File: config.mk
export PLATFORM = sky130hd
export DESIGN_NAME = weighted_round_robin_port_scheduler_unit
export DESIGN_NICKNAME = d
export VERILOG_FILES = /design/src/hdl/wrr_pkg.sv /design/src/hdl/wrr_cfg.sv /design/src/hdl/wrr_core.sv /design/src/hdl/weighted_round_robin_port_scheduler_unit.sv
export SDC_FILE = /design/constraint.sdc
export NUM_CORES = 1
export LEC_CHECK = 0
export ABC_AREA = 1
export BUFFER_PORTS_ARGS = -buffer_cell sky130_fd_sc_hd__buf_2
export CAP_MARGIN = 20
export CORE_MARGIN = 5
export CORE_UTILIZATION = 56
export DETAILED_ROUTE_END_ITERATION = 7
export MAX_ROUTING_LAYER = met4
export PLACE_DENSITY = 0.79
export SETUP_SLACK_MARGIN = 0.2
export SYNTH_ARGS = -nofsm -noshare
export SYNTH_HDL_FRONTEND = slang
export SYNTH_SLANG_ARGS = --single-unit
File: constraint.sdc
create_clock -name i_clk -period 4.6 [get_ports i_clk]
set_clock_uncertainty 0.15 [all_clocks]
set_input_delay 0.92 -clock i_clk [delete_from_list [all_inputs] [get_ports i_clk]]
set_output_delay 0.92 -clock i_clk [all_outputs]
set_load 0.03 [all_outputs]
File: src/hdl/wrr_pkg.sv
// shared types and constants for the weighted round-robin port scheduler
// no dependencies; imported by every module of the block
package wrr_pkg;

    localparam int NUM_PORTS_DEF   = 8;
    localparam int WEIGHT_BITS_DEF = 8;

    // fixed field widths of the stream items
    localparam int PENDING_W    = 8;
    localparam int GRANT_PORT_W = 3;
    localparam int LANE_W       = 8;

    localparam int IN_TDATA_W  = 16;
    localparam int OUT_TDATA_W = 8;

    localparam int CFG_INDEX_W = 1;
    localparam int CFG_DATA_W  = 64;

    typedef enum logic [CFG_INDEX_W-1:0] {
        CFG_PORT_ENABLE  = 1'b0,
        CFG_PORT_WEIGHTS = 1'b1
    } t_cfg_index;

    // one service slot as it arrives on the input stream
    typedef struct packed {
        logic                 start_round;
        logic                 previous_failed;
        logic [PENDING_W-1:0] pending_mask;
    } t_slot;

    // result of one slot
    typedef struct packed {
        logic [GRANT_PORT_W-1:0] grant_port;
        logic                    grant_valid;
    } t_grant;

endpackage

File: src/hdl/wrr_cfg.sv
// configuration registers: port enable mask and per-port credit weights
// depends on wrr_pkg
module wrr_cfg #(
    parameter int NUM_PORTS   = wrr_pkg::NUM_PORTS_DEF,
    parameter int WEIGHT_BITS = wrr_pkg::WEIGHT_BITS_DEF
) (
    input  logic                                   i_clk,
    input  logic                                   i_rst_n,
    input  logic                                   i_cfg_we,
    input  logic [wrr_pkg::CFG_INDEX_W-1:0]        i_cfg_index,
    input  logic [wrr_pkg::CFG_DATA_W-1:0]         i_cfg_data,
    output logic [NUM_PORTS-1:0]                   o_enable,
    output logic [NUM_PORTS-1:0][WEIGHT_BITS-1:0]  o_weights
);
    import wrr_pkg::*;

    logic [NUM_PORTS-1:0]                  r_enable;
    logic [NUM_PORTS-1:0][WEIGHT_BITS-1:0] r_weights;

    always_ff @(posedge i_clk) begin
        if (!i_rst_n) begin
            r_enable  <= '0;
            r_weights <= '0;
        end else if (i_cfg_we) begin
            unique case (t_cfg_index'(i_cfg_index))
                CFG_PORT_ENABLE: begin
                    r_enable <= i_cfg_data[NUM_PORTS-1:0];
                end
                CFG_PORT_WEIGHTS: begin
                    // only the low bits of each byte lane are kept
                    for (int n = 0; n < NUM_PORTS; n++) begin
                        r_weights[n] <= i_cfg_data[n*LANE_W +: WEIGHT_BITS];
                    end
                end
                default: begin
                    r_enable <= r_enable;
                end
            endcase
        end
    end

    assign o_enable  = r_enable;
    assign o_weights = r_weights;

endmodule

File: src/hdl/wrr_core.sv
// turn and credit state with the rotating priority search for the next port
// depends on wrr_pkg
module wrr_core #(
    parameter int NUM_PORTS   = wrr_pkg::NUM_PORTS_DEF,
    parameter int WEIGHT_BITS = wrr_pkg::WEIGHT_BITS_DEF
) (
    input  logic                                   i_clk,
    input  logic                                   i_rst_n,
    input  logic                                   i_fire,
    input  wrr_pkg::t_slot                         i_slot,
    input  logic [NUM_PORTS-1:0]                   i_enable,
    input  logic [NUM_PORTS-1:0][WEIGHT_BITS-1:0]  i_weights,
    output wrr_pkg::t_grant                        o_grant
);
    import wrr_pkg::*;

    localparam int PORT_W = $clog2(NUM_PORTS);

    logic [PORT_W-1:0]      r_turn,   n_turn;
    logic [WEIGHT_BITS-1:0] r_credit, n_credit;
    logic                   r_active, n_active;

    logic [NUM_PORTS-1:0]   cand;
    logic                   restart;
    logic                   hold;
    logic [PORT_W:0]        turn_inc;
    logic [PORT_W-1:0]      start_idx;
    logic [2*NUM_PORTS-1:0] cand_dbl;
    logic [NUM_PORTS-1:0]   cand_rot;
    logic                   found;
    logic [PORT_W-1:0]      offset;
    logic [PORT_W:0]        pos_sum;
    logic [PORT_W-1:0]      next_port;
    logic [WEIGHT_BITS-1:0] next_weight;

    assign cand    = i_slot.pending_mask[NUM_PORTS-1:0] & i_enable;
    assign restart = i_slot.start_round || !r_active;
    assign hold    = !restart && !i_slot.previous_failed && (r_credit != '0) && cand[r_turn];

    // search opens at port 0 on a restart, else just after the current turn
    assign turn_inc  = {1'b0, r_turn} + (PORT_W+1)'(1);
    assign start_idx = restart ? '0 :
                       (turn_inc == (PORT_W+1)'(NUM_PORTS)) ? '0 : turn_inc[PORT_W-1:0];

    assign cand_dbl = {cand, cand} >> start_idx;
    assign cand_rot = cand_dbl[NUM_PORTS-1:0];

    always_comb begin
        found  = 1'b0;
        offset = '0;
        for (int i = NUM_PORTS - 1; i >= 0; i--) begin
            if (cand_rot[i]) begin
                found  = 1'b1;
                offset = PORT_W'(i);
            end
        end
    end

    assign pos_sum   = {1'b0, start_idx} + {1'b0, offset};
    assign next_port = (pos_sum >= (PORT_W+1)'(NUM_PORTS)) ?
                       PORT_W'(pos_sum - (PORT_W+1)'(NUM_PORTS)) : pos_sum[PORT_W-1:0];
    assign next_weight = i_weights[next_port];

    always_comb begin
        n_turn   = r_turn;
        n_credit = r_credit;
        n_active = r_active;
        o_grant  = '0;
        if (hold) begin
            n_credit            = r_credit - WEIGHT_BITS'(1);
            o_grant.grant_valid = 1'b1;
            o_grant.grant_port  = GRANT_PORT_W'(r_turn);
        end else if (found) begin
            n_turn   = next_port;
            n_active = 1'b1;
            // a zero weight counts as one, so nothing is left after this grant
            n_credit = (next_weight == '0) ? '0 : next_weight - WEIGHT_BITS'(1);
            o_grant.grant_valid = 1'b1;
            o_grant.grant_port  = GRANT_PORT_W'(next_port);
        end else begin
            n_credit = '0;
            if (i_slot.start_round) begin
                n_active = 1'b0;
            end
        end
    end

    always_ff @(posedge i_clk) begin
        if (!i_rst_n) begin
            r_turn   <= '0;
            r_credit <= '0;
            r_active <= 1'b0;
        end else if (i_fire) begin
            r_turn   <= n_turn;
            r_credit <= n_credit;
            r_active <= n_active;
        end
    end

endmodule

File: src/hdl/weighted_round_robin_port_scheduler_unit.sv
// weighted round-robin port scheduler: one grant decision per item
// path from input accept to result valid: input register, then result register
// throughput: one item per cycle while the result stream is not stalled, set by the turn/credit update in wrr_core
// the input register keeps taking items while a result waits, as long as it can move on
// reset (synchronous, active low): no turn held, credit zero, all ports disabled, weights zero
module weighted_round_robin_port_scheduler_unit #(
    parameter int NUM_PORTS   = wrr_pkg::NUM_PORTS_DEF,
    parameter int WEIGHT_BITS = wrr_pkg::WEIGHT_BITS_DEF
) (
    input  logic                             i_clk,
    input  logic                             i_rst_n,
    // configuration write port
    input  logic                             i_cfg_we,
    input  logic [wrr_pkg::CFG_INDEX_W-1:0]  i_cfg_index,
    input  logic [wrr_pkg::CFG_DATA_W-1:0]   i_cfg_data,
    // input stream
    input  logic                             s_axis_tvalid,
    output logic                             s_axis_tready,
    // [7:0] pending_mask, [8] previous_failed, [9] start_round, [15:10] zero
    input  logic [wrr_pkg::IN_TDATA_W-1:0]   s_axis_tdata,
    // result stream
    output logic                             m_axis_tvalid,
    input  logic                             m_axis_tready,
    // [0] grant_valid, [3:1] grant_port, [7:4] zero
    output logic [wrr_pkg::OUT_TDATA_W-1:0]  m_axis_tdata
);
    import wrr_pkg::*;

    logic [NUM_PORTS-1:0]                  enable;
    logic [NUM_PORTS-1:0][WEIGHT_BITS-1:0] weights;

    logic   r_in_valid;
    t_slot  r_in_slot;
    logic   r_out_valid;
    t_grant r_out_grant;

    logic   advance;
    logic   in_fire;
    t_grant grant;

    assign advance       = r_in_valid && (!r_out_valid || m_axis_tready);
    assign s_axis_tready = !r_in_valid || advance;
    assign in_fire       = s_axis_tvalid && s_axis_tready;

    always_ff @(posedge i_clk) begin
        if (!i_rst_n) begin
            r_in_valid <= 1'b0;
        end else if (s_axis_tready) begin
            r_in_valid <= s_axis_tvalid;
        end
    end

    always_ff @(posedge i_clk) begin
        if (in_fire) begin
            r_in_slot <= t_slot'(s_axis_tdata[$bits(t_slot)-1:0]);
        end
    end

    always_ff @(posedge i_clk) begin
        if (!i_rst_n) begin
            r_out_valid <= 1'b0;
        end else if (advance) begin
            r_out_valid <= 1'b1;
        end else if (m_axis_tready) begin
            r_out_valid <= 1'b0;
        end
    end

    always_ff @(posedge i_clk) begin
        if (advance) begin
            r_out_grant <= grant;
        end
    end

    wrr_cfg #(
        .NUM_PORTS   (NUM_PORTS),
        .WEIGHT_BITS (WEIGHT_BITS)
    ) u_cfg (
        .i_clk       (i_clk),
        .i_rst_n     (i_rst_n),
        .i_cfg_we    (i_cfg_we),
        .i_cfg_index (i_cfg_index),
        .i_cfg_data  (i_cfg_data),
        .o_enable    (enable),
        .o_weights   (weights)
    );

    wrr_core #(
        .NUM_PORTS   (NUM_PORTS),
        .WEIGHT_BITS (WEIGHT_BITS)
    ) u_core (
        .i_clk     (i_clk),
        .i_rst_n   (i_rst_n),
        .i_fire    (advance),
        .i_slot    (r_in_slot),
        .i_enable  (enable),
        .i_weights (weights),
        .o_grant   (grant)
    );

    assign m_axis_tvalid = r_out_valid;
    assign m_axis_tdata  = OUT_TDATA_W'(r_out_grant);

endmodule

---- Yosys cells after proc, flatten, opt, wreduce, memory -nomap -nowiden ----
Cells that the tools add are included.
operators by class
  bitwise operators ....................... 3
  shift-type cells ........................ 1
  equal/unequal tests ..................... 1
  add/subtract/negate cells ............... 5
  reductions and logical operators ........ 21
  $lt $le $gt $ge ......................... 3
  mux-type cells .......................... 32
operator list
  cell                   number
  $mux W3                11
  $mux W8                4
  $bmux W8 S3            1
  $shr A16 B3 Y8         1
  $sub A8 B1 Y8 const B  2
  $mux W1                13
  $and A8 B8 Y8          1
  $logic_not A8 Y1       1
  $lt A3 B4 Y1 const B   2
  $mux W4                2
  $reduce_bool A8 Y1     1
  $reduce_and A3 Y1      2
  $logic_and A1 B1 Y1    5
  $logic_not A1 Y1       5
  $add A3 B1 Y4 const B  1
  $add A3 B3 Y4          1
  $eq A4 B4 Y1 const B   1
  $ge A4 B4 Y1 const B   1
  $reduce_and A2 Y1      2
  $reduce_bool A2 Y1     2
  $bmux W1 S3            1
  $logic_or A1 B1 Y1     3
  $sub A3 B1 Y3 const B  1
  $not A1 Y1             2
storage, ports and cells
  output and inout port bits .............. 10
  bits of input ports ..................... 86
  bits in registers ....................... 100

---- Logic depth before layout (Yosys ltp) ----
  word-level depth ........................ 22
  gate-level depth with buffers ........... 31
  depth with buffers taken out ............ 29

---- Cells and area by module ----
From an unflattened synthesis, not the netlist that was laid out.
unflattened totals
  cell total of the unflattened synthesis .. 770
  area total of the unflattened synthesis .. 5,562.8 sq um
modules (own cells, without submodules)
  module                                    cells an instance  area an instance (sq um)  times used
  wrr_cfg                                   337                2,632.5                   1
  wrr_core                                  401                2,381.0                   1
  weighted_round_robin_port_scheduler_unit  32                 549.3                     1

---- Worst setup path before layout ----
No wires, ideal clock.
  kind .................................... register -> register
  start ................................... register u_core.r_turn[0]
  end ..................................... register u_core.r_credit[7]
  library setup time ...................... 0.122 ns
  period minus slack after synthesis ...... 4.022 ns
  required time ........................... 4.328 ns
  arrival ................................. 3.750 ns
  cell stages (with the launch flop) ...... 30
  setup slack ............................. 0.578 ns
  path buffers ............................ 2
  cells stage by stage .................... dfxtp_1 > ha_1 > inv_1 > nor2_2 > buf_4 > nand3_1 > nand2_1 > nand2_1 > nand2_2 > a31oi_1 > o21ai_0 > nand2_1 > a21boi_0 > ha_1 > inv_1 > fa_1 > xnor2_1 > inv_1 > nand3_4 > buf_2 > nand3b_1 > nand2_1 > ha_1 > inv_1 > nor2_1 > nand2_1 > nor2_4 > nor2_8 > nand3_1 > a21oi_2
between the ends
  word-level cells in the longest chain between the ends .. 22
RTL lines
  what                                                      line                            RTL
  start, declared                                           wrr_core.sv:19                  logic [PORT_W-1:0] r_turn, n_turn;
  start signal, assigned                                    wrr_core.sv:94                  r_turn <= n_turn;
  $add A3 B1 Y4                                             wrr_core.sv:41                  assign turn_inc = {1'b0, r_turn} + (PORT_W+1)'(1);
  $eq A4 B4 Y1                                              wrr_core.sv:43                  (turn_inc == (PORT_W+1)'(NUM_PORTS)) ? '0 : turn_inc[PORT_W-1:0];
  $mux W3                                                   wrr_core.sv:43
  $mux W3                                                   wrr_core.sv:42                  assign start_idx = restart ? '0 :
  $shr A16 B3 Y8                                            wrr_core.sv:45                  assign cand_dbl = {cand, cand} >> start_idx;
  $mux W3 (8 in series)                                     wrr_core.sv:52                  if (cand_rot[i]) begin
  $add A3 B3 Y4                                             wrr_core.sv:59                  assign pos_sum = {1'b0, start_idx} + {1'b0, offset};
  $ge A4 B4 Y1 / $sub A3 B1 Y3 (equally long branches)      wrr_core.sv:60, wrr_core.sv:61
  $mux W3                                                   wrr_core.sv:60                  assign next_port = (pos_sum >= (PORT_W+1)'(NUM_PORTS)) ?
  $bmux W8 S3                                               wrr_core.sv:62                  assign next_weight = i_weights[next_port];
  $mux W8 (not written as such)                             wrr_core.sv:62
  $sub A8 B1 Y8 / $logic_not A8 Y1 (equally long branches)  wrr_core.sv:77                  n_credit = (next_weight == '0) ? '0 : next_weight - WEIGHT_BITS'(1);
  $mux W8                                                   wrr_core.sv:77
  $mux W8                                                   wrr_core.sv:73                  end else if (found) begin
  $mux W8 *                                                 wrr_core.sv:69                  if (hold) begin
  end signal, assigned                                      wrr_core.sv:95                  r_credit <= n_credit;
  end, declared                                             wrr_core.sv:20                  logic [WEIGHT_BITS-1:0] r_credit, n_credit;
Mark *: on every way between the ends. The rest lies on a longest branch, timed or not. The select of a mux whose other input is x is not followed.
A chain may end at the register's enable or synchronous reset.

---- Final worst setup path ----
  start ................................... register r_in_slot[9] (netlist name)
  end ..................................... register u_core.r_credit[5]
between the ends
  word-level cells in the longest chain between the ends .. 20
RTL lines
  what                                                      line                                            RTL
  start, declared                                           weighted_round_robin_port_scheduler_unit.sv:33  t_slot r_in_slot;
  start signal, assigned                                    weighted_round_robin_port_scheduler_unit.sv:55  r_in_slot <= t_slot'(s_axis_tdata[$bits(t_slot)-1:0]);
  $logic_or A1 B1 Y1 *                                      wrr_core.sv:37                                  assign restart = i_slot.start_round || !r_active;
  $mux W3                                                   wrr_core.sv:42
  $shr A16 B3 Y8                                            wrr_core.sv:45
  $mux W3 (8 in series)                                     wrr_core.sv:52
  $add A3 B3 Y4                                             wrr_core.sv:59
  $ge A4 B4 Y1 / $sub A3 B1 Y3 (equally long branches)      wrr_core.sv:60, wrr_core.sv:61
  $mux W3                                                   wrr_core.sv:60
  $bmux W8 S3                                               wrr_core.sv:62
  $mux W8 (not written as such)                             wrr_core.sv:62
  $sub A8 B1 Y8 / $logic_not A8 Y1 (equally long branches)  wrr_core.sv:77
  $mux W8                                                   wrr_core.sv:77
  $mux W8                                                   wrr_core.sv:73
  $mux W8 *                                                 wrr_core.sv:69
Marked as above.

==> metrics.cfg <==
[floorplanning]
die_y_um=107
initial_utilization_pct=57.1
core_area_um2=9150
die_w_um=107
dieArea_um2=11400
io_pins=96
rows=35

[detailed_routing]
ant_nets=0
totalWireLength_mm=13.3
viasPerCell=5.48
drt_first_pass_iters=5
routed-via-count=5196
remaining_drc_errors=0
wire_per_inst_um=14.0
first_iter_violations=306

[clock_tree]
cts_buffer_depth=2
holdBufCountCts=0
numCtsBuffers=9
cts.sinks=100
insertion_delay_ns=0.37
cts_max_level=3
clk_pin_slew_ns=0.11
cts_tree=done
cts-root-buf=clkbuf_8

[timing]
fmax_mhz=239
hold_violations=0
rsz0062_at_grt=false
maxSlewViolCount=0
layout_min_cycle_time_ns=4.18
post-route-period-util_pct=90.8
slew_headroom_pct=31.9
setup_violations=0
tns_ns=0
worst_pin_slew_ns=1.02

[pwr]
p_per_area_nw_per_um2=422
ir_worst_vdd_v=0.000224
power.leakage_nw=2.79

[setup_path]
cp_num_buf_inv=6
crit_path_frequent_cell=nand2_1
path_class=reg -> reg
max_stage_delay_ns=0.54
cp_top_family=simple AND/OR/NAND/NOR gates
start_kind=flip-flop
cp_slowest_cell=fa_1
path_max_fanout=10
cp-end-kind=flip-flop
cp.required_ns=4.71
critical_path_arrival_ns=4.28

[synthesis]
syn-instance-count=751
yosysTopAreaCell=dfxtp_1
yosys.cell_types.count=40
syn-cell-area_um2=5220
yosysMostFrequentCell=nor2_1
synth-edff-count=14
ys_ff_latch=100
yosysWarningCount=0
syn_area_per_cell_um2=6.96
synthFlopType=dfxtp_1
synth_common_cells=nor2_1 (186), nand2_1 (121), o21ai_0 (112)
async_flop_share_pct=0
synth.area.top_cells=dfxtp_1 (33%), nor2_1 (13%), o21ai_0 (11%)
synth_top_area_share_pct=33.0
seq_area_frac_synth_pct=41.0

[placement]
dpl.hpwl_mm=9.35
place_congestion=0.852
io_buffers=85
placed_cell_area_um2=5670
dp.cells=915

[cells_and_area]
fin_cells=949
layout.nets=926
area_growth_pct=17.9
final_area_um2=6160
num_antenna_cells=0
layout-drive-gt1-share_pct=22.2
final-seq-area_um2=2140
n_fill_cell=808
multi_input_area_um2=2820

[min_path]
hold_class=reg -> reg

[global_route]
grt_pass1_wl_mm=21.1
antenna_found_initial=0
grtUsageTotal_pct=23.3
grt_max_degree=84
grt_pass1_vias=4696
overflow=0

[status]
outcome=finished, final reports clean

[run]
drv_cap=0

[worst reg2reg max path, stage by stage, from the launching register on]
cell	delay, ns
edfxtp_1	0.40
inv_2	0.12
nand2_4	0.10
nor2_4	0.20
buf_6	0.12
nand3_1	0.11
nand2_1	0.09
nand2_1	0.06
nand2_2	0.08
a31oi_1	0.07
o21ai_1	0.12
nand2_1	0.07
a21boi_2	0.13
ha_2	0.17
inv_1	0.04
fa_1	0.54
inv_2	0.07
buf_4	0.14
clkbuf_16	0.16
o21ai_0	0.13
o22ai_1	0.14
o21ai_1	0.29
nand3_2	0.13
nor2_4	0.18
nor2_8	0.06
nand2_1	0.12
a21oi_2	0.06
[final cells by class]
cell class              count  area share [%]
clock inverters             7            1.28
well taps                 111            2.25
multi-input cells         568            45.8
flip-flops and latches    100            34.8
inverters                  44            2.80
repair buffers            110            11.0
clock buffers               9            2.01
[layer usage]
layer  vias up  global-route usage, %  wire length [um]
li1       2612                      -                 -
met1      2432                   31.1              6000
met2       136                   38.0              6550
met3        16                   3.43               600
met4         0                   5.02               130
met5         -                      -                 0
[report_power, final]
| part | leakage (nW) | switching, W | internal [W] | total (W) |
|---|---|---|---|---|
| clock | 0.104 | 0.000349 | 0.000217 | 0.000565 |
| combinational | 1.84 | 0.000641 | 0.000402 | 0.00104 |
| sequential | 0.846 | 0.0000377 | 0.000953 | 0.000990 |
| total | 2.79 | 0.00103 | 0.00157 | 0.00260 |
[worst paths after layout]
check / start / to / slack (ns) / depth (start not counted)
hold reg to reg: u_cfg.o_weights[58] / u_cfg.o_weights[58] / 0.34 / 2
setup / recovery: r_in_slot[9] / u_core.r_credit[5] / 0.42 / 26
setup reg to reg: r_in_slot[9] / u_core.r_credit[5] / 0.42 / 26
hold / removal: u_cfg.o_weights[58] / u_cfg.o_weights[58] / 0.34 / 2
[layout by cell type (no fill, tap or decap), types with 5 or more instances in the layout]
master and n:
nor2_1 186, nand2_1 113, o21ai_0 110, buf_2 85, dfxtp_1 85, nand3_1 38
inv_1 35, a21oi_1 25, nand2_2 18, buf_4 18, edfxtp_1 14, o22ai_1 11
clkbuf_8 9, nand3b_1 6, nand3_2 5, nor2_2 5, a21oi_2 5
[kinds of logic after synthesis]
kind of cell,synth area share (%)
AND/OR/NAND/NOR,31.8
AO/OA/AOI/OAI,17.3
flip-flops,41.0
buffers and inverters,7.35
adder cells (fa/ha/maj),1.82
XOR/XNOR,0.671
other,0.0718
[state kept, by name (all words and copies together), names as in the netlist]
signal / cells
u_core.r_turn: 3
m_axis_tvalid: 1
r_in_slot: 10
u_core.r_active: 1
m_axis_tdata: 4
u_core.r_credit: 8
u_cfg.o_weights: 64
r_in_valid: 1
u_cfg.o_enable: 8
[through the flow]
step / utilization [%] / total power, W / setup WS (ns) / hold WS (ns)
2_1_floorplan: - / 0.00169 / 0.578 / 0.300
3_3_place_gp: 61.9 / 0.00189 / 0.301 / 0.312
3_5_place_dp: 61.9 / 0.00192 / 0.212 / 0.320
4_1_cts: 64.2 / 0.00248 / 0.218 / 0.344
5_1_grt: 67.3 / 0.00277 / 0.165 / 0.361
6_report: 67.3 / 0.00260 / 0.422 / 0.341
[timing repair]
action                     CTS  global route
resized for setup            1            36
cloned                       0             2
setup buffers                0            15
pin swaps                    0             6
setup endpoints to repair    1             8
(Power assumes the default switching activity.)
